File: config.mk
export PLATFORM = sky130hd
export DESIGN_NAME = rhmf_job_queue
export DESIGN_NICKNAME = d
export VERILOG_FILES = /design/src/rtl/rhmf_pkg.sv /design/src/rtl/rhmf_job_queue.sv
export SDC_FILE = /design/constraint.sdc
export NUM_CORES = 1
export LEC_CHECK = 0
export ABC_AREA = 0
export BUFFER_PORTS_ARGS = -buffer_cell sky130_fd_sc_hd__buf_2
export CORE_MARGIN = 4
export CORE_UTILIZATION = 45
export DETAILED_ROUTE_END_ITERATION = 12
export GPL_TIMING_DRIVEN = 0
export HOLD_SLACK_MARGIN = 0.02
export PLACE_DENSITY = 0.8
export SLEW_MARGIN = 20
export SYNTH_ARGS = -nofsm -noshare
export SYNTH_HDL_FRONTEND = slang
export SYNTH_SLANG_ARGS = --single-unit
File: constraint.sdc
create_clock -name clk -period 2.55 [get_ports clk]
set_input_delay 0.3825 -clock clk [delete_from_list [all_inputs] [get_ports clk]]
set_output_delay 0.3825 -clock clk [all_outputs]
set_load 0.02 [all_outputs]
File: src/rtl/rhmf_pkg.sv
// Shared types and constants for the running histogram median filter.
// No dependencies; every other file in rtl/ but the line store imports this package.
`timescale 1ns / 1ps
package rhmf_pkg;

	localparam int DEF_MAX_WIDTH = 1024;
	localparam int DEF_MAX_HALF  = 7;
	localparam int GREY_LEVELS   = 256;
	localparam int QUEUE_DEPTH   = 2;

	// Widest column and line-store slot that any parameter setting needs.
	localparam int JOB_COL_W  = 12;
	localparam int JOB_SLOT_W = 5;

	localparam logic [10:0] RST_WIDTH  = 11'd640;
	localparam logic [11:0] RST_HEIGHT = 12'd480;
	localparam logic [2:0]  RST_HALF   = 3'd1;

	typedef enum logic [1:0] {
		REG_WIDTH,
		REG_HEIGHT,
		REG_HALF_COLS,
		REG_HALF_ROWS
	} reg_idx_t;

	typedef enum logic [2:0] {
		BK_IDLE,
		BK_FILL,
		BK_DRAIN,
		BK_SCAN,
		BK_EMIT
	} bk_state_t;

	// One median job, handed from the front to the back.
	typedef struct packed {
		logic [JOB_SLOT_W-1:0] slot;
		logic [JOB_COL_W-1:0]  col;
		logic [11:0]           row;
		logic [2:0]            hc;
		logic [2:0]            hr;
		logic                  last;
	} job_t;

	typedef struct packed {
		logic [QUEUE_DEPTH-1:0]                 vld;
		logic [QUEUE_DEPTH-1:0][JOB_SLOT_W-1:0] slot;
	} q_status_t;

	typedef struct packed {
		logic                  busy;
		logic [JOB_SLOT_W-1:0] slot;
	} bk_status_t;

endpackage

File: src/rtl/rhmf_job_queue.sv
// Two-entry job queue between the front and the back.
// Depends on rhmf_pkg for job_t and q_status_t.
`timescale 1ns / 1ps
module rhmf_job_queue (
	input  logic               clk,
	input  logic               arst_n,
	input  logic               push,
	input  rhmf_pkg::job_t     push_job,
	output logic               full,
	input  logic               pop,
	output logic               head_vld,
	output rhmf_pkg::job_t     head_job,
	output rhmf_pkg::q_status_t status
);
	import rhmf_pkg::*;

	job_t       ent_q [QUEUE_DEPTH];
	logic       wr_ptr_q;
	logic       rd_ptr_q;
	logic [1:0] cnt_q;

	always_ff @(posedge clk) begin
		if (push) begin
			ent_q[wr_ptr_q] <= push_job;
		end
	end

	always_ff @(posedge clk or negedge arst_n) begin
		if (!arst_n) begin
			wr_ptr_q <= 1'b0;
			rd_ptr_q <= 1'b0;
			cnt_q    <= 2'd0;
		end else begin
			if (push) begin
				wr_ptr_q <= ~wr_ptr_q;
			end
			if (pop) begin
				rd_ptr_q <= ~rd_ptr_q;
			end
			cnt_q <= cnt_q + {1'b0, push} - {1'b0, pop};
		end
	end

	assign full     = (cnt_q == 2'd2);
	assign head_vld = (cnt_q != 2'd0);
	assign head_job = ent_q[rd_ptr_q];

	always_comb begin
		for (int i = 0; i < QUEUE_DEPTH; i++) begin
			status.vld[i]  = (cnt_q == 2'd2) || ((cnt_q == 2'd1) && (rd_ptr_q == 1'(i)));
			status.slot[i] = ent_q[i].slot;
		end
	end
endmodule

==> results.json <==
{
  "drv_cap": 0,
  "h-tree-depth": 3,
  "io_buffer_count": 89,
  "sw_frac_of_total_pct": 33.7,
  "cts-buffers-inserted": 9,
  "drt_pass1_iterations": 4,
  "gp_congestion": 0.658,
  "arrival_ns": 1.56,
  "drc": 0,
  "num_vias": 1539,
  "cts_sinks": 76,
  "grt_pass1_wl_um": 7850,
  "finalMaxSlewViolations": 0,
  "grt_max_degree": 20,
  "tns_ns": 0,
  "clk_latency_ns": 0.34,
  "fin_area_um2": 3740,
  "synth.net_count": 184,
  "fp.dieW_um": 88.6,
  "wl_per_cell_um": 15.4,
  "slew_headroom_pct": 58.4,
  "drive_above_1_share_pct": 63.6,
  "synth_area_per_cell_um2": 20.6,
  "ys.warnings.count": 0,
  "leakage_nw": 1.50,
  "antenna_found_initial": 0,
  "cp.required_ns": 2.17,
  "netSwitchingPower_mw": 1.43,
  "holdCritPathClass": "primary input to flip-flop",
  "gr-usage-all-layers_pct": 13.7,
  "finalCritPeriodShare_pct": 76.2,
  "drt_wl_total_um": 5030,
  "drt_iter0_drc": 59,
  "root_buffer": "clkbuf_8",
  "detail-route-antenna-nets": 0,
  "die-area_um2": 7850,
  "ys_seq_area_share_pct": 77.4,
  "yosys.area.top_type": "edfxtp_1",
  "dp.cells": 310,
  "ir_worst_vdd_mv": 0.905,
  "pwr_density_cell_nw_per_um2": 1140,
  "io_pins": 90,
  "synth_seq_cells": 76,
  "setup_viol": 0,
  "rsz0062_at_grt": "false",
  "dpl_cell_area_um2": 3530,
  "cp-end-kind": "output pin",
  "skew_ns": 0.00818,
  "antennaDiodeCount": 0,
  "synth_area_um2": 2920,
  "dp_hpwl_um": 3520,
  "start_kind": "flip-flop",
  "syn2layout_area_growth_pct": 27.9,
  "yosys-top-cells-area": "edfxtp_1, mux2_2, mux2_4",
  "path_clk_slew_ns": 0.08,
  "crit_fanout": 10,
  "intPower_mw": 2.82,
  "clock.fmax_mhz": 514,
  "synth_top_cell_area_share_pct": 73.9,
  "cts_buffer_depth": 2,
  "fillers": 511,
  "gr-total-overflow": 0,
  "min_period_ns": 1.94,
  "synthCells": 142,
  "comb_power_share_pct": 37.7,
  "p_clk_share_pct": 21.2,
  "cts_resized": 0,
  "worst_pin_slew_ns": 0.623,
  "finalHoldViolCount": 0,
  "status": "finished, final reports clean",
  "vias_per_cell": 4.71,
  "worstSetupPathType": "flip-flop to output pin",
  "core_um2": 6310,
  "instances_no_fill": 327,
  "rows": 29,
  "grt_pass1_vias": 1642,
  "synth.distinct_cells": 15,
  "start_util_pct": 46.3,
  "cts_tree": "built",
  "nets": 287,
  "die_height_um": 88.6,
  "power_frac_seq_pct": 41.1
}
==> repair_timing <==
action                    4_1_cts  5_1_grt
buffers inserted                0        0
hold endpoints to repair        4        0
hold buffers                    1        0
==> kinds of logic after synthesis <==
family	after synthesis	synth area share, %
AND/OR/NAND/NOR	5	1.07
adder cells (fa/ha/maj)	2	0.856
AO/OA/AOI/OAI	2	0.513
flip-flops	76	77.4
multiplexers	36	14.8
buffers and inverters	17	4.24
XOR/XNOR	4	1.20
==> cell usage in the layout, fill, tap and decap left out <==
master,instances
clkinv_4,1
buf_6,2
buf_16,2
edfxtp_1,72
inv_6,2
nand2b_1,1
or2_2,1
nor2b_1,1
dlygate4sd3_1,1
clkbuf_8,9
clkinvlp_4,2
inv_1,3
buf_4,12
nor2b_4,1
dfrtp_1,4
xor2_1,2
clkinv_1,1
and2_2,1
mux2_4,7
buf_2,89
mux2_2,29
o21bai_1,2
xnor2_1,2
ha_1,2
bufinv_16,1
==> sequential cells by signal, summed over array words and instances (netlist names) <==
signal    cells
cnt_q         2
ent_q        72
rd_ptr_q      1
wr_ptr_q      1
==> Yosys cell counts, drive strengths merged <==
master	instances
edfxtp	72
nor2b	2
ha	2
xor2	2
buf	14
inv	3
or2	1
mux2	36
xnor2	2
nand2b	1
and2	1
dfrtp	4
o21bai	2
==> metal layers <==
metal,vias to the layer above,track usage [%],routed length [µm]
met5,-,0,0
met2,59,21.6,2490
met4,0,5.77,82
met1,731,17.2,2070
met3,11,5.12,397
li1,738,-,-
==> final timing paths <==
check / start / end / slack (ns) / cells after the start
max in group asynchronous: arst_n / wr_ptr_q / 2.05 / 2
min in group asynchronous: arst_n / cnt_q[0] / 0.38 / 2
worst max-delay path: rd_ptr_q / head_job[33] / 0.61 / 4
worst min register to register: wr_ptr_q / wr_ptr_q / 0.55 / 1
worst min-delay path: push_job[23] / ent_q[1][23] / 0.22 / 1
worst max register to register: wr_ptr_q / ent_q[0][1] / 1.05 / 2
==> through the flow <==
stage                     worst slack, ns  total power, mW  hold WS [ns]  utilization [%]
after global routing                0.521             4.49         0.201             59.2
after detailed placement            0.904             3.41         0.195             55.9
after global placement              -1.01             3.33         0.191             54.9
final                               0.606             4.25         0.224             59.2
after floorplan                    0.0991             2.87        0.0869                -
after CTS                           0.570             4.31         0.217             59.2
==> cell type report <==
cell class,instances,area (µm²),area share (%)
plain buffers,14,113,3.01
clock buffers,9,124,3.31
clock inverters,7,75.1,2.01
inverters,3,11.3,0.301
multi-input cells,49,547,14.6
flip-flops and latches,76,2260,60.5
well taps,77,96.3,2.58
repair buffers,92,510,13.7
==> critical path, stage by stage, from the launching register on <==
cell     delay (ns)
dfrtp_1        0.39
buf_6          0.17
buf_6          0.19
mux2_4         0.31
buf_2          0.16
==> power groups by stage <==
stage | registers [mW] | clock network [mW] | logic [mW]
2_1_floorplan | 1.75 | 0 | 1.12
3_3_place_gp | 1.77 | 0 | 1.55
3_5_place_dp | 1.78 | 0 | 1.63
4_1_cts | 1.75 | 0.918 | 1.64
5_1_grt | 1.77 | 0.991 | 1.73
6_report | 1.75 | 0.903 | 1.60
(Power assumes the default switching activity.)
