==> src/rtl/rhmf_pkg.sv <==
// Shared types and constants for the running histogram median filter.
// No dependencies; every other file in rtl/ but the line store imports this package.
`timescale 1ns / 1ps
package rhmf_pkg;

	localparam int DEF_MAX_WIDTH = 1024;
	localparam int DEF_MAX_HALF  = 7;
	localparam int GREY_LEVELS   = 256;
	localparam int QUEUE_DEPTH   = 2;

	// Widest column and line-store slot that any parameter setting needs.
	localparam int JOB_COL_W  = 12;
	localparam int JOB_SLOT_W = 5;

	localparam logic [10:0] RST_WIDTH  = 11'd640;
	localparam logic [11:0] RST_HEIGHT = 12'd480;
	localparam logic [2:0]  RST_HALF   = 3'd1;

	typedef enum logic [1:0] {
		REG_WIDTH,
		REG_HEIGHT,
		REG_HALF_COLS,
		REG_HALF_ROWS
	} reg_idx_t;

	typedef enum logic [2:0] {
		BK_IDLE,
		BK_FILL,
		BK_DRAIN,
		BK_SCAN,
		BK_EMIT
	} bk_state_t;

	// One median job, handed from the front to the back.
	typedef struct packed {
		logic [JOB_SLOT_W-1:0] slot;
		logic [JOB_COL_W-1:0]  col;
		logic [11:0]           row;
		logic [2:0]            hc;
		logic [2:0]            hr;
		logic                  last;
	} job_t;

	typedef struct packed {
		logic [QUEUE_DEPTH-1:0]                 vld;
		logic [QUEUE_DEPTH-1:0][JOB_SLOT_W-1:0] slot;
	} q_status_t;

	typedef struct packed {
		logic                  busy;
		logic [JOB_SLOT_W-1:0] slot;
	} bk_status_t;

endpackage

==> src/rtl/rhmf_back.sv <==
// Back end: builds the window histogram from the line store, scans it for
// the median and holds the result register. Depends on rhmf_pkg.
`timescale 1ns / 1ps
module rhmf_back #(
	parameter int CW     = 10,
	parameter int SLOT_W = 4
) (
	input  logic                  clk,
	input  logic                  arst_n,
	input  logic                  head_vld,
	input  rhmf_pkg::job_t        head_job,
	output logic                  pop,
	output logic                  ls_re,
	output logic [SLOT_W+CW-1:0]  ls_raddr,
	input  logic [7:0]            ls_rdata,
	output rhmf_pkg::bk_status_t  bk_st,
	output logic                  result_valid,
	input  logic                  result_stall,
	output logic [7:0]            median,
	output logic [9:0]            out_col,
	output logic [11:0]           out_row,
	output logic                  frame_last
);
	import rhmf_pkg::*;

	bk_state_t state_q, state_nxt;

	job_t              job_q;
	logic [7:0]        wsize_q;
	logic [SLOT_W-1:0] rowp_q;
	logic [CW-1:0]     colp_q;
	logic [CW-1:0]     col_start_q;
	logic [7:0]        g_q;
	logic [7:0]        cum_q;
	logic [7:0]        med_q;
	logic [GREY_LEVELS-1:0] hv_q;
	logic [7:0]        hist_mem [GREY_LEVELS];
	logic [7:0]        hist_rdata_q;
	logic              vld_s2;
	logic              vld_s3;
	logic [7:0]        bin_s3;
	logic              sv_s2;
	logic [7:0]        g_s2;
	logic              fw_vld_q;
	logic [7:0]        fw_bin_q;
	logic [7:0]        fw_val_q;
	logic              res_vld_q;
	logic [7:0]        res_med_q;
	logic [9:0]        res_col_q;
	logic [11:0]       res_row_q;
	logic              res_last_q;

	logic        fill_last;
	logic        drained;
	logic        scan_issue;
	logic        emit;
	logic [7:0]  hist_raddr;
	logic [7:0]  base_cnt;
	logic [7:0]  new_cnt;
	logic [7:0]  scan_cnt;
	logic [8:0]  cum_sum;
	logic        found;

	assign fill_last = (rowp_q == job_q.slot[SLOT_W-1:0]) && (colp_q == job_q.col[CW-1:0]);
	assign drained   = !vld_s2 && !vld_s3;
	assign scan_cnt  = hv_q[g_s2] ? hist_rdata_q : 8'd0;
	assign cum_sum   = {1'b0, cum_q} + {1'b0, scan_cnt};
	assign found     = sv_s2 && ({cum_sum, 1'b0} > {2'b00, wsize_q});

	always_comb begin
		state_nxt = state_q;
		unique case (state_q)
			BK_IDLE:  if (head_vld) state_nxt = BK_FILL;
			BK_FILL:  if (fill_last) state_nxt = BK_DRAIN;
			BK_DRAIN: if (drained) state_nxt = BK_SCAN;
			BK_SCAN:  if (found) state_nxt = BK_EMIT;
			BK_EMIT:  if (!res_vld_q || !result_stall) state_nxt = BK_IDLE;
			default:  state_nxt = BK_IDLE;
		endcase
	end

	always_comb begin
		pop        = 1'b0;
		ls_re      = 1'b0;
		scan_issue = 1'b0;
		emit       = 1'b0;
		unique case (state_q)
			BK_IDLE:  pop = head_vld;
			BK_FILL:  ls_re = 1'b1;
			BK_DRAIN: ;
			BK_SCAN:  scan_issue = !found;
			BK_EMIT:  emit = !res_vld_q || !result_stall;
			default:  ;
		endcase
	end

	assign ls_raddr   = {rowp_q, colp_q};
	assign bk_st.busy = (state_q != BK_IDLE);
	assign bk_st.slot = job_q.slot;

	// The bin written by the previous update is not yet visible on the read port.
	assign base_cnt = (fw_vld_q && (fw_bin_q == bin_s3)) ? fw_val_q :
	                  (hv_q[bin_s3] ? hist_rdata_q : 8'd0);
	assign new_cnt  = base_cnt + 8'd1;
	assign hist_raddr = (state_q == BK_SCAN) ? g_q : ls_rdata;

	always_ff @(posedge clk) begin
		hist_rdata_q <= hist_mem[hist_raddr];
		if (vld_s3) begin
			hist_mem[bin_s3] <= new_cnt;
		end
	end

	always_ff @(posedge clk) begin
		bin_s3   <= ls_rdata;
		g_s2     <= g_q;
		fw_bin_q <= bin_s3;
		fw_val_q <= new_cnt;
		if (pop) begin
			job_q       <= head_job;
			wsize_q     <= 8'({head_job.hc, 1'b1}) * 8'({head_job.hr, 1'b1});
			rowp_q      <= head_job.slot[SLOT_W-1:0] - SLOT_W'({head_job.hr, 1'b0});
			colp_q      <= head_job.col[CW-1:0] - CW'({head_job.hc, 1'b0});
			col_start_q <= head_job.col[CW-1:0] - CW'({head_job.hc, 1'b0});
		end else if (ls_re) begin
			if (colp_q == job_q.col[CW-1:0]) begin
				colp_q <= col_start_q;
				rowp_q <= rowp_q + SLOT_W'(1);
			end else begin
				colp_q <= colp_q + CW'(1);
			end
		end
		if (found) begin
			med_q <= g_s2;
		end
		if (emit) begin
			res_med_q  <= med_q;
			res_col_q  <= 10'(job_q.col - JOB_COL_W'(job_q.hc));
			res_row_q  <= job_q.row - 12'(job_q.hr);
			res_last_q <= job_q.last;
		end
	end

	always_ff @(posedge clk or negedge arst_n) begin
		if (!arst_n) begin
			state_q   <= BK_IDLE;
			vld_s2    <= 1'b0;
			vld_s3    <= 1'b0;
			sv_s2     <= 1'b0;
			fw_vld_q  <= 1'b0;
			hv_q      <= '0;
			g_q       <= '0;
			cum_q     <= '0;
			res_vld_q <= 1'b0;
		end else begin
			state_q  <= state_nxt;
			vld_s2   <= ls_re;
			vld_s3   <= vld_s2;
			sv_s2    <= scan_issue;
			fw_vld_q <= vld_s3 && !pop;
			if (pop) begin
				hv_q  <= '0;
				g_q   <= '0;
				cum_q <= '0;
			end else begin
				if (vld_s3) begin
					hv_q[bin_s3] <= 1'b1;
				end
				if (scan_issue && (g_q != 8'hFF)) begin
					g_q <= g_q + 8'd1;
				end
				if (sv_s2) begin
					cum_q <= cum_sum[7:0];
				end
			end
			if (emit) begin
				res_vld_q <= 1'b1;
			end else if (!result_stall) begin
				res_vld_q <= 1'b0;
			end
		end
	end

	assign result_valid = res_vld_q;
	assign median       = res_med_q;
	assign out_col      = res_col_q;
	assign out_row      = res_row_q;
	assign frame_last   = res_last_q;

	// While scanning, the running count has not passed the window size.
	a_cum_bounded: assert property (@(posedge clk) disable iff (!arst_n)
		(state_q == BK_SCAN) |-> (cum_q <= wsize_q))
		else $error("median scan count exceeds window size");

	// A result is only released after the histogram pipeline has emptied.
	a_emit_drained: assert property (@(posedge clk) disable iff (!arst_n)
		(state_q == BK_EMIT) |-> (!vld_s2 && !vld_s3))
		else $error("result emitted with histogram updates in flight");

	// A new result appears only out of the emit step.
	a_result_source: assert property (@(posedge clk) disable iff (!arst_n)
		$rose(res_vld_q) |-> ($past(state_q) == BK_EMIT))
		else $error("result valid raised outside emit");
endmodule

==> config.mk <==
export PLATFORM = sky130hd
export DESIGN_NAME = rhmf_back
export DESIGN_NICKNAME = d
export VERILOG_FILES = /design/src/rtl/rhmf_pkg.sv /design/src/rtl/rhmf_back.sv
export SDC_FILE = /design/constraint.sdc
export NUM_CORES = 2
export LEC_CHECK = 0
export ABC_CLOCK_PERIOD_IN_PS = 52400
export BUFFER_PORTS_ARGS = -buffer_cell sky130_fd_sc_hd__buf_2
export CORE_MARGIN = 2
export CORE_UTILIZATION = 40
export DETAILED_ROUTE_END_ITERATION = 7
export MAX_ROUTING_LAYER = met4
export PLACE_DENSITY_LB_ADDON = 0.05
export SLEW_MARGIN = 25
export SYNTH_ARGS = -nofsm -noshare
export SYNTH_HDL_FRONTEND = slang
export SYNTH_SLANG_ARGS = --single-unit
==> constraint.sdc <==
create_clock -name clk -period 52.4 [get_ports clk]
set_clock_uncertainty 0.15 [all_clocks]
set_input_delay 10.48 -clock clk [delete_from_list [all_inputs] [get_ports clk]]
set_output_delay 10.48 -clock clk [all_outputs]
set_load 0.01 [all_outputs]
==> flow_summary.toml <==
[routing]
wl_mm = 276
drtIter0Drc = 5028
routedWlPerCell_um = 31.3
drc = 0
viasPerCell = 5.77
first_pass_iters = 5
postRouteAntennaNets = 0
num_vias = 50900

[floorplanning]
die_x_um = 501
fp.coreArea_mm2 = 0.246
top_level_ports = 102
placementRows = 182
die_area_mm2 = 0.251
start_util_pct = 40.2
die_h_um = 501

[status]
outcome = "finished, final reports clean"

[yosys]
async_flop_share_pct = 11.3
synth_fa_ha_area_share_pct = 0.689
synth_mux_area_share_pct = 15.4
synth_edf_count = 2151
synth_simple_gate_area_share_pct = 4.12
seq_area_frac_synth_pct = 73.3
synth_top_family_by_area = "multiplexers"
ys_ff_latch = 2471
synth_compound_area_share_pct = 4.15
syn_inst = 5164
ys_warn_count = 0
synth_cell_types = 64
synth.avg_cell_area_um2 = 19.1
synth_fp_nets = 5261
synth_ff_type = "edfxtp_1"
synth_xor_area_share_pct = 0.630
synth_area_mm2 = 0.0987

[power_and_ir_drop]
ir_drop_mv = 0.0485
power.density_mw_per_mm2 = 55.7
power.leakage_uw = 0.0377

[sta]
report.final.slew_viol_count = 0
tns_ns = 0
finalSetupViolCount = 0
max_freq_mhz = 44.3
period_share_pct = 43.0
finalHoldViolCount = 0
slew_headroom_pct = 20.4
fin_ws_ns = 29.84
rsz0062_at_grt = "no"
worst_pin_slew_ns = 1.19
finalCriticalPeriod_ns = 22.56

[layout]
final_common_cell = "edfxtp_1"
fillers = 20900
final_cell_mix = "edfxtp_1, mux4_2, nor2_1"
syn_to_final_growth_pct = 13.9
postLayoutCellArea_mm2 = 0.112
nNetsFinal = 5481
drive_above_1_share_pct = 25.5

[place]
pre_cts_ws_ns = 29.81
placed_area_mm2 = 0.103
gp_congestion = 0.810
port-buffer-count = 99
hpwl_mm = 168

[clocking]
holdBufCountCts = 0
clockRootBuffer = "clkbuf_16"
worstSkewPairLatency_ns = 0.94
cts-resized-gates = 0
cts_tree = "done"
cts.clk_slew.worst_paths_ns = 0.05
numCtsBuffers = 291
postCtsSetupRepairBufs = 0
htreeDepth = 5
clockBufferDepth = 4
clock_sinks = 2471

[global_routing]
grt_pass1_wl_mm = 395
grt_max_degree = 116
first_global_vias = 52100
grt_remaining_overflow = 0
antenna_found_initial = 5
grt_usage_pct = 22.8

[setup_path]
crit_type = "in -> out"
end_kind = "output pin"
cp_max_fo = 80
critPathRequiredTime_ns = 41.77
worstPathArrival_ns = 11.93
cp-start-kind = "primary input"

[hold_path]
hp-class = "reg -> reg"

[job]
cap_violations = 0
-- final timing paths --
kind,start,end,slack (ns),depth (start not counted)
max in group asynchronous,arst_n,hv_q[67],40.80,3
min in group asynchronous,arst_n,vld_s2,9.36,1
min reg2reg,vld_s2,vld_s3,0.23,0
max,head_vld,pop,29.84,4
min,vld_s2,vld_s3,0.23,0
max reg2reg,g_s2[0],g_q[7],43.46,22
-- registers in the layout, summed over array words and instances (netlist names), 9 cells and up --
signal / flops
col_start_q: 9
hist_mem: 2048
job_q: 29
colp_q: 10
out_row: 12
hv_q: 256
out_col: 10
-- per-stage QoR --
stage / power, uW / cells / hold slack [ns] / utilization, %
floorplan: 3710 / 5164 / 0.176 / -
global placement: 4410 / 8305 / 0.214 / 42.0
detailed placement: 4430 / 8307 / 0.220 / 42.1
CTS: 6330 / 8807 / 0.231 / 45.6
global route: 6510 / 8814 / 0.248 / 45.7
finish: 6260 / 8819 / 0.228 / 45.7
-- power by group --
part           switching, uW  internal, uW
sequential              76.0          2330
combinational           1210           741
clock                    781          1120
-- kinds of logic (layout without fill, tap and decap cells) --
family,after synthesis,count (layout)
flops,2471,2471
simple gates,984,984
mux,694,694
compound gates,536,536
buf+inv,359,786
xor+xnor,71,71
fa+ha+maj,49,49
other cells,0,8
-- synth_stat cells, types with 3 or more instances --
library cell	instances	area share (%)
mux2i_1	26	0.26
and3_1	5	0.032
or4_1	7	0.053
mux4_2	661	15
nor2_1	676	2.6
buf_4	20	0.15
a22o_1	71	0.63
a21oi_1	29	0.15
nor3b_1	4	0.030
dfrtp_1	280	7.1
buf_2	83	0.42
and2_1	24	0.15
dfxtp_1	40	0.81
fa_1	9	0.18
nor4_1	9	0.057
xnor2_1	29	0.26
inv_1	45	0.17
nand4_1	10	0.063
xor2_1	42	0.37
o21bai_1	3	0.023
buf_1	29	0.11
nor2b_1	18	0.11
a221oi_1	86	0.76
nand3_1	34	0.17
a21o_1	9	0.068
o22ai_1	19	0.12
clkbuf_1	168	0.64
a22oi_1	161	1.2
nor3_1	24	0.12
ha_1	40	0.51
o221ai_1	24	0.21
buf_6	13	0.15
o21ai_0	35	0.18
o21a_1	73	0.56
nand2_1	144	0.55
nand3b_1	5	0.038
or3_1	4	0.025
nand2b_1	13	0.082
a31oi_1	3	0.019
mux2_2	7	0.080
edfxtp_1	2151	65
-- critical path, stage by stage --
cell	delay, ns
buf_2	0.11
nand2_4	0.39
inv_8	0.62
buf_2	0.24
-- layer usage --
layer	GRT usage, %	wire [um]
met2	34.9	130000
met5	-	0
met3	3.61	15800
met4	5.66	6690
met1	32.0	124000
-- cell type report --
| cell class | instances | area (um^2) | area share, % |
|---|---|---|---|
| antenna | 8 | 20.0 | 0.0178 |
| clock buffer | 375 | 7840 | 6.97 |
| clock inverter | 125 | 973 | 0.866 |
| inverter | 45 | 184 | 0.164 |
| multi-input combinational | 2334 | 25200 | 22.4 |
| sequential | 2471 | 72400 | 64.4 |
| tap | 3220 | 4030 | 3.58 |
| timing repair buffer | 241 | 1750 | 1.55 |
Note: power is estimated with default switching activity, not from simulation.
