[src/rtl/rhmf_pkg.sv]
// Shared types and constants for the running histogram median filter.
// No dependencies; every other file in rtl/ but the line store imports this package.
`timescale 1ns / 1ps
package rhmf_pkg;

	localparam int DEF_MAX_WIDTH = 1024;
	localparam int DEF_MAX_HALF  = 7;
	localparam int GREY_LEVELS   = 256;
	localparam int QUEUE_DEPTH   = 2;

	// Widest column and line-store slot that any parameter setting needs.
	localparam int JOB_COL_W  = 12;
	localparam int JOB_SLOT_W = 5;

	localparam logic [10:0] RST_WIDTH  = 11'd640;
	localparam logic [11:0] RST_HEIGHT = 12'd480;
	localparam logic [2:0]  RST_HALF   = 3'd1;

	typedef enum logic [1:0] {
		REG_WIDTH,
		REG_HEIGHT,
		REG_HALF_COLS,
		REG_HALF_ROWS
	} reg_idx_t;

	typedef enum logic [2:0] {
		BK_IDLE,
		BK_FILL,
		BK_DRAIN,
		BK_SCAN,
		BK_EMIT
	} bk_state_t;

	// One median job, handed from the front to the back.
	typedef struct packed {
		logic [JOB_SLOT_W-1:0] slot;
		logic [JOB_COL_W-1:0]  col;
		logic [11:0]           row;
		logic [2:0]            hc;
		logic [2:0]            hr;
		logic                  last;
	} job_t;

	typedef struct packed {
		logic [QUEUE_DEPTH-1:0]                 vld;
		logic [QUEUE_DEPTH-1:0][JOB_SLOT_W-1:0] slot;
	} q_status_t;

	typedef struct packed {
		logic                  busy;
		logic [JOB_SLOT_W-1:0] slot;
	} bk_status_t;

endpackage

[src/rtl/rhmf_front.sv]
// Front end: configuration registers, raster position, line-store writes and
// job classification. Depends on rhmf_pkg.
`timescale 1ns / 1ps
module rhmf_front #(
	parameter int MAX_WIDTH = rhmf_pkg::DEF_MAX_WIDTH,
	parameter int MAX_HALF  = rhmf_pkg::DEF_MAX_HALF,
	parameter int CW        = $clog2(MAX_WIDTH),
	parameter int SLOT_W    = $clog2(2 * MAX_HALF + 2)
) (
	input  logic                    clk,
	input  logic                    arst_n,
	input  logic                    psel,
	input  logic                    penable,
	input  logic                    pwrite,
	input  logic [3:0]              paddr,
	input  logic [31:0]             pwdata,
	output logic [31:0]             prdata,
	input  logic                    pixel_valid,
	output logic                    pixel_stall,
	input  logic [7:0]              pixel,
	output logic                    ls_we,
	output logic [SLOT_W+CW-1:0]    ls_waddr,
	output logic [7:0]              ls_wdata,
	output logic                    push,
	output rhmf_pkg::job_t          push_job,
	input  logic                    q_full,
	input  rhmf_pkg::q_status_t     q_st,
	input  rhmf_pkg::bk_status_t    bk_st
);
	import rhmf_pkg::*;

	logic [10:0]       width_q;
	logic [11:0]       height_q;
	logic [2:0]        hc_q;
	logic [2:0]        hr_q;
	logic [CW-1:0]     col_q;
	logic [11:0]       row_q;
	logic [SLOT_W-1:0] slot_q;

	logic [12:0] w_eff;
	logic [10:0] w_nz;
	logic [11:0] h_eff;
	logic [2:0]  hc_eff;
	logic [2:0]  hr_eff;
	logic        cfg_wr;
	logic        accept;
	logic        hazard;
	logic        produce;
	logic        col_end;
	logic        row_end;

	function automatic logic too_far(input logic [SLOT_W-1:0] a, input logic [SLOT_W-1:0] b);
		logic [SLOT_W-1:0] d;
		d = a - b;
		return d > SLOT_W'(1);
	endfunction

	assign cfg_wr = psel && penable && pwrite;

	always_comb begin
		unique case (reg_idx_t'(paddr[3:2]))
			REG_WIDTH:     prdata = {21'd0, width_q};
			REG_HEIGHT:    prdata = {20'd0, height_q};
			REG_HALF_COLS: prdata = {29'd0, hc_q};
			REG_HALF_ROWS: prdata = {29'd0, hr_q};
			default:       prdata = 32'd0;
		endcase
	end

	assign w_nz   = (width_q == 11'd0) ? 11'd1 : width_q;
	assign w_eff  = (13'(w_nz) > 13'(MAX_WIDTH)) ? 13'(MAX_WIDTH) : 13'(w_nz);
	assign h_eff  = (height_q == 12'd0) ? 12'd1 : height_q;
	assign hc_eff = (int'(hc_q) > MAX_HALF) ? 3'(MAX_HALF) : hc_q;
	assign hr_eff = (int'(hr_q) > MAX_HALF) ? 3'(MAX_HALF) : hr_q;

	assign col_end = (13'(col_q) + 13'd1) >= w_eff;
	assign row_end = (13'(row_q) + 13'd1) >= 13'(h_eff);
	assign produce = (13'(col_q) >= 13'({hc_eff, 1'b0})) && (row_q >= 12'({hr_eff, 1'b0}));

	// A new pixel may not land in a line-store slot that a pending window reads.
	always_comb begin
		hazard = bk_st.busy && too_far(slot_q, bk_st.slot[SLOT_W-1:0]);
		for (int i = 0; i < QUEUE_DEPTH; i++) begin
			if (q_st.vld[i] && too_far(slot_q, q_st.slot[i][SLOT_W-1:0])) begin
				hazard = 1'b1;
			end
		end
	end

	assign pixel_stall = q_full || hazard;
	assign accept      = pixel_valid && !pixel_stall;

	assign ls_we    = accept;
	assign ls_waddr = {slot_q, col_q};
	assign ls_wdata = pixel;

	assign push          = accept && produce;
	assign push_job.slot = JOB_SLOT_W'(slot_q);
	assign push_job.col  = JOB_COL_W'(col_q);
	assign push_job.row  = row_q;
	assign push_job.hc   = hc_eff;
	assign push_job.hr   = hr_eff;
	assign push_job.last = col_end && row_end;

	always_ff @(posedge clk or negedge arst_n) begin
		if (!arst_n) begin
			width_q  <= RST_WIDTH;
			height_q <= RST_HEIGHT;
			hc_q     <= RST_HALF;
			hr_q     <= RST_HALF;
			col_q    <= '0;
			row_q    <= '0;
			slot_q   <= '0;
		end else if (cfg_wr) begin
			unique case (reg_idx_t'(paddr[3:2]))
				REG_WIDTH:     width_q  <= pwdata[10:0];
				REG_HEIGHT:    height_q <= pwdata[11:0];
				REG_HALF_COLS: hc_q     <= pwdata[2:0];
				REG_HALF_ROWS: hr_q     <= pwdata[2:0];
				default:       width_q  <= width_q;
			endcase
			col_q <= '0;
			row_q <= '0;
		end else if (accept) begin
			if (col_end) begin
				col_q  <= '0;
				row_q  <= row_end ? 12'd0 : row_q + 12'd1;
				slot_q <= slot_q + SLOT_W'(1);
			end else begin
				col_q <= col_q + CW'(1);
			end
		end
	end
endmodule

[config.mk]
export PLATFORM = sky130hd
export DESIGN_NAME = rhmf_front
export DESIGN_NICKNAME = d
export VERILOG_FILES = /design/src/rtl/rhmf_pkg.sv /design/src/rtl/rhmf_front.sv
export SDC_FILE = /design/constraint.sdc
export NUM_CORES = 1
export LEC_CHECK = 0
export ABC_CLOCK_PERIOD_IN_PS = 4310
export BUFFER_PORTS_ARGS = -buffer_cell sky130_fd_sc_hd__buf_2
export CORE_ASPECT_RATIO = 2
export CORE_MARGIN = 2
export CORE_UTILIZATION = 50
export CTS_CLUSTER_SIZE = 20
export DETAILED_ROUTE_END_ITERATION = 8
export GPL_TIMING_DRIVEN = 0
export PLACE_DENSITY = 0.81
export REMOVE_ABC_BUFFERS = 1
export SYNTH_ARGS = -nofsm -noshare
export SYNTH_HDL_FRONTEND = slang
export SYNTH_SLANG_ARGS = --single-unit
[constraint.sdc]
create_clock -name clk -period 4.31 [get_ports clk]
set_clock_uncertainty 0.2 [all_clocks]
set_input_delay 0.6465 -clock clk [delete_from_list [all_inputs] [get_ports clk]]
set_output_delay 0.6465 -clock clk [all_outputs]
set_load 0.02 [all_outputs]
==> results.py, run 1 <==
metrics = {
    "place": {
        "portBuffers": 97,
        "gp_congestion": 0.8576,
        "dpl-instance-area_um2": 4649,
        "dp.cells": 651,
        "dp_hpwl_mm": 8.771,
    },
    "critical_path": {
        "crit_type": "flip-flop to output pin",
        "rr_worst_depth": 12,
        "r2r-start": "col_q[0]",
        "arrival_ns": 3.30,
        "critPathTopFamily": "simple AND/OR/NAND/NOR gates",
        "path_depth": 13,
        "cp.required_ns": 3.46,
        "cp_slowest_cell": "dfrtp_2",
        "cp.buffers_inverters": 1,
        "timing.rr.end": "slot_q[1]",
        "cp_max_fo": 7,
        "cp-start-kind": "flip-flop",
        "cp_cell_sequence": "ha_2, and3_1, and3_2, nand3_1, nor2_1, xor2_1, ha_1, a21o_1, a221oi_2, nand2_2, nor2_4, nor2b_1, buf_2",
        "r2r_slack_ns": 0.53,
        "critPathCaptureType": "output pin",
        "critPathMaxStageDelay_ns": 0.43,
    },
    "global_routing": {
        "antenna_found_initial": 0,
        "grt-ovfl-total": 0,
        "grt_max_degree": 56,
        "grt_pass1_wl_mm": 17.73,
        "grt_pass1_vias": 3776,
        "gr-usage-all-layers_pct": 23.65,
    },
    "sta": {
        "final.period_utilization_pct": 96.22,
        "slew_headroom_pct": 17.01,
        "hold_viol_final": 0,
        "setup_viol": 0,
        "final.min_clock_period_ns": 4.147,
        "setup_tns_ns": 0,
        "worst_slew_pin_slew_ns": 1.245,
        "rsz0062_at_grt": "false",
        "fmax_mhz": 241.1,
        "slew_viol_final": 0,
    },
    "die": {
        "io_pins": 162,
        "die_w_um": 69.86,
        "row_count": 48,
        "dieArea_um2": 9480,
        "core_region_area_um2": 8528,
        "initial_core_util_pct": 50.85,
        "die_y_um": 135.7,
    },
    "synth": {
        "synthCells": 492,
        "ys_seq_elements": 55,
        "ys_async_sr_fraction_pct": 100.0,
        "synthTopCellsByArea": "dfrtp_1 27%, ha_1 12%, buf_4 8.0%",
        "yosys_warnings": 0,
        "syn_area_um2": 4337,
        "synth.top_cell.area_share_pct": 27.12,
        "ys.flop_type": "dfrtp_1",
        "seq_area_frac_synth_pct": 31.97,
        "synth.distinct_cells": 47,
        "yosysTopAreaCell": "dfrtp_1",
        "synth_edf_count": 0,
        "syn-mean-instance-area_um2": 8.814,
    },
    "drt": {
        "vias": 3795,
        "drc": 0,
        "routedWlPerCell_um": 17.17,
        "drt_iter0_drc": 252,
        "totalWireLength_mm": 11.34,
        "drt-pass1-iter-count": 5,
        "ant_nets": 0,
        "vias_per_cell": 5.750,
    },
    "final_layout": {
        "antenna_cells": 0,
        "syn_to_final_growth_pct": 11.19,
        "final_nets": 672,
        "post-route-util_pct": 56.54,
        "drive_gt1_share_pct": 26.07,
        "stdcell_count": 660,
        "fillerInstances": 796,
        "seq_area_um2": 1388,
        "multi_input_comb_area_um2": 2544,
        "design_area_um2": 4822,
    },
    "clock_network": {
        "clock_latency_ns": 0.29,
        "clk_pin_slew_ns": 0.07,
        "root_buffer": "clkbuf_16",
        "clk_path_buf_depth": 2,
        "hold_buffers": 0,
        "cts_tree": "built",
        "h-tree-depth": 2,
        "cts_buffers": 5,
        "cts_sinks": 55,
    },
    "run_status": {
        "status": "finished clean",
    },
    "run": {
        "drv_cap": 0,
    },
    "pwr": {
        "total_power_uw": 1757,
        "power_density_nw_per_um2": 364.3,
        "power_leakage_uw": 0.002452,
        "vdd_ir_drop_max_uv": 255.3,
    },
    "min_path": {
        "hp-class": "flip-flop to flip-flop",
        "min_to": "height_q[8]",
        "hold_start": "height_q[8]",
        "min_path_cells": 2,
    },
}
==> per-layer routing <==
metal	wire, µm	track usage [%]
met2	6295	45.50
met3	693	4.092
met5	0	0
met1	3895	24.07
met4	451	11.22
==> worst register-to-register path, stage by stage, from the launching register on <==
cell,delay [ns]
dfrtp_1,0.50
ha_1,0.28
nand3_1,0.16
nor2_1,0.17
and3_1,0.25
xor2_1,0.17
ha_1,0.18
o21ai_0,0.10
a21oi_1,0.20
a21boi_2,0.56
nand3_4,0.27
nor2_1,0.25
mux2_2,0.37
==> metrics by stage <==
step | worst slack [ns] | hold WS (ns)
after detailed placement | -0.1112 | 0.3221
after global placement | -0.07591 | 0.3092
final | 0.1631 | 0.3340
after CTS | 0.06440 | 0.3327
after global routing | 0.0008826 | 0.3782
after floorplan | 0.3062 | 0.1509
==> logic make-up after synthesis <==
kind of cell,Yosys count,share of synthesized area (%)
compound gates,85,11.69
xor+xnor,27,5.453
fa+ha+maj,44,13.21
buf+inv,94,12.12
flops,55,31.97
mux,27,7.559
other cells,1,0.08647
simple gates,159,17.92
==> synthesized netlist by cell type, types with 2 or more instances <==
master / n
nand2_1: 50
dfrtp_1: 47
buf_4: 46
ha_1: 41
o21ai_0: 41
inv_1: 33
nor2_1: 33
a21oi_1: 22
nand3_1: 19
mux2_2: 16
clkbuf_1: 15
xor2_1: 15
xnor2_1: 12
and3_1: 10
nor3_1: 9
dfstp_2: 8
mux2i_1: 8
nand4_1: 7
nand2b_1: 6
nor4_1: 6
or3_1: 5
fa_1: 3
mux4_2: 3
nand3b_1: 3
nor3b_1: 3
o22ai_1: 3
or4_1: 3
a21boi_0: 2
a21boi_1: 2
a31oi_1: 2
o211ai_1: 2
o31ai_1: 2
==> area by class of cell <==
class | instances | share of cell area (%)
Multi-Input combinational cell | 365 | 52.75
Clock inverter | 1 | 0.1038
Inverter | 33 | 2.569
Timing Repair Buffer | 99 | 10.46
Tap cell | 100 | 2.595
Sequential cell | 55 | 28.78
Clock buffer | 7 | 2.750
==> registers in the layout, summed over array words and instances (netlist names) <==
register / cells
width_q: 11
slot_q: 4
col_q: 10
hc_eff: 3
height_q: 12
row_q: 12
hr_eff: 3
==> where the power goes <==
part           internal, µW  switching (µW)
Combinational           250             393
Sequential              609             105
Clock                   216             184
Total                  1070             682
==> cell usage in the layout (no fill, tap or decap), types with 16 or more instances in the layout <==
master / n
buf_2: 97
nand2_1: 49
dfrtp_1: 46
o21ai_0: 41
ha_1: 40
inv_1: 33
nor2_1: 32
conb_1: 23
a21oi_1: 22
nand3_1: 19
mux2_2: 16
==> repair_timing <==
action | in CTS | in global routing
setup endpoints to repair | 2 | 2
pin swaps | 1 | 0
endpoints found under the hold margin | 0 | 0
buffers inserted | 1 | 0
gates resized for setup | 7 | 3
==> worst max path at each step <==
| stage | startpoint | to | slack (ns) |
|---|---|---|---|
| after global routing | col_q[0] | push_job[0] | 0.0009 |
| after detailed placement | row_q[0] | push_job[0] | -0.11 |
| after floorplan | slot_q[0] | push | 0.31 |
| after CTS | row_q[0] | push_job[0] | 0.06 |
| after global placement | row_q[0] | push_job[0] | -0.08 |
| final | row_q[0] | push_job[0] | 0.16 |
Power figures use the tool's default switching activity.
==> run 2, diff against run 1 <==
- CELL_PAD_IN_SITES_DETAIL_PLACEMENT: unset -> 0
- CELL_PAD_IN_SITES_GLOBAL_PLACEMENT: unset -> 1
- CORE_UTILIZATION: 50 -> 37
- PLACE_DENSITY: 0.81 -> unset
- PLACE_DENSITY_LB_ADDON: unset -> 0.1
==> run 2 against run 1 <==
Compared with the run above:
- sequential cell count is the same
- maximum frequency grew 1.6%
- register-to-register slack gained 0.03 ns
- setup slack gained 0.065 ns
- sequential share of layout area shrank 0.64 points
- worst hold slack lost 0.13 ns
- sequential power is essentially flat
- count of clock-buffer cells in the layout grew 1
- core utilization shrank 14 points
- critical path type unchanged
- critical endpoint is now push
- largest power group unchanged
- highest routed layer unchanged
==> results.py, run 2 (synthesized netlist as in run 1, its figures left out) <==
metrics = {
    "drt": {
        "routedWlPerCell_um": 16.43,
        "drc": 0,
        "ant_nets": 0,
        "vias": 3569,
        "drt-pass1-iter-count": 4,
        "drt_iter0_drc": 154,
        "vias_per_cell": 5.020,
        "totalWireLength_mm": 11.68,
    },
    "sta": {
        "final.min_clock_period_ns": 4.082,
        "setup_tns_ns": 0,
        "final.period_utilization_pct": 94.71,
        "slew_headroom_pct": 35.86,
        "fmax_mhz": 245.0,
        "hold_viol_final": 0,
        "setup_ws_ns": 0.2281,
        "worst_slew_pin_slew_ns": 0.9569,
        "setup_viol": 0,
        "rsz0062_at_grt": "false",
        "slew_viol_final": 0,
    },
    "die": {
        "die_y_um": 157.1,
        "row_count": 56,
        "core_region_area_um2": 11560,
        "dieArea_um2": 12650,
        "initial_core_util_pct": 37.51,
        "io_pins": 162,
        "die_w_um": 80.55,
    },
    "run": {
        "drv_cap": 0,
    },
    "place": {
        "portBuffers": 97,
        "dpl-instance-area_um2": 4706,
        "dp_hpwl_mm": 8.809,
        "gp_congestion": 0.7719,
        "pre_cts_slack_ns": -0.2559,
    },
    "global_routing": {
        "grt-ovfl-total": 0,
        "grt_pass1_vias": 3386,
        "grt_max_degree": 56,
        "grt_pass1_wl_mm": 18.55,
        "gr-usage-all-layers_pct": 19.04,
        "antenna_found_initial": 0,
    },
    "clock_network": {
        "cts_buffers": 5,
        "cts_tree": "built",
        "root_buffer": "clkbuf_16",
        "clock_latency_ns": 0.30,
        "cts_sinks": 55,
        "h-tree-depth": 2,
        "clk_pin_slew_ns": 0.07,
        "clk_path_buf_depth": 2,
    },
    "min_path": {
        "hp-class": "input port to async pin",
    },
    "critical_path": {
        "cp-start-kind": "flip-flop",
        "arrival_ns": 3.24,
        "critPathCaptureType": "output pin",
        "crit_type": "flip-flop to output pin",
        "cp_max_fo": 11,
        "cp_cell_sequence": "inv_1, ha_1, fa_1, xor2_1, nand2_1, a2111o_1, a2111oi_4, and2_4, and3_1, buf_2",
        "critPathMaxStageDelay_ns": 0.45,
        "cp.required_ns": 3.46,
        "rr_worst_depth": 14,
        "cp_slowest_cell": "a2111oi_4",
    },
    "final_layout": {
        "top_regs": "height_q (12), row_q (12), width_q (11)",
        "drive_gt1_share_pct": 27.21,
        "multi_input_comb_area_um2": 2557,
        "design_area_um2": 4941,
        "antenna_cells": 0,
        "final_common_cell": "buf_2",
        "syn_to_final_growth_pct": 13.94,
        "seq_area_um2": 1390,
        "fillerInstances": 1233,
        "final_nets": 678,
        "final_cell_mix": "96 x buf_2, 49 x nand2_1, 44 x dfrtp_1",
    },
    "pwr": {
        "vdd_ir_drop_max_uv": 166.9,
        "total_power_uw": 1763,
        "internal-power_uw": 1082,
        "power.share.clock_pct": 23.6,
        "p_switching_uw": 681.4,
        "netSwitchingFraction_pct": 38.64,
        "pwr-share-seq_pct": 40.3,
        "power_density_nw_per_um2": 356.9,
        "comb_power_share_pct": 36.1,
        "power_leakage_uw": 0.002483,
    },
    "run_status": {
        "status": "finished clean",
    },
}
-- run 2: stage by stage --
stage,util (%),std cells,hold WS [ns]
3_5_place_dp,40.70,696,0.3312
4_1_cts,42.14,705,0.3427
2_1_floorplan,-,453,0.1509
6_report,42.74,711,0.1994
3_3_place_gp,40.52,695,0.3283
5_1_grt,42.74,711,0.2730
-- run 2: timing repair --
item	4_1_cts	5_1_grt
pin swaps	1	1
buffers inserted	1	6
resized for setup	7	8
hold buffers	0	0
endpoints found under the setup margin	10	7
-- run 2: area by class of cell --
cell class              count  share of cell area (%)
clock buffers               8                   2.760
inverters                  33                   2.507
multi-input cells         365                   51.76
flip-flops and latches     55                   28.13
well taps                 145                   3.672
repair buffers            105                   11.17
-- run 2: metal layers --
layer  part of all wire (%)  GRT usage, %
met1                     45         25.99
met4                   0.92         4.923
met2                     50         30.83
met3                    4.6         3.555
met5                      0             0
-- run 2: path summary, 6_finish.rpt --
| kind | start | to | slack [ns] |
|---|---|---|---|
| worst max-delay path | slot_q[0] | push | 0.23 |
| worst min-delay path | arst_n | col_q[8] | 0.20 |
| worst max register to register | col_q[0] | col_q[8] | 0.56 |
| worst min register to register | height_q[8] | height_q[8] | 0.34 |
| max in group asynchronous | arst_n | row_q[0] | 3.16 |
| min in group clk | height_q[8] | height_q[8] | 0.34 |
-- run 2: critical path: cells and delay by family (launching register included) --
kind / cells / cell delay, ns
AOI/OAI and AO/OA: 2 / 0.89
adders and majority gates: 2 / 0.62
and+or+nand+nor: 3 / 0.59
DFF: 1 / 0.41
buffers and inverters: 2 / 0.29
xor gates and xnor gates: 1 / 0.13
-- run 2: power groups by stage --
| stage | registers (µW) | logic (µW) | clock network (µW) |
|---|---|---|---|
| final | 711 | 636 | 416 |
| after global placement | 722 | 616 | 0 |
| after CTS | 713 | 634 | 429 |
| after floorplan | 736 | 384 | 0 |
| after global routing | 730 | 722 | 450 |
| after detailed placement | 723 | 627 | 0 |
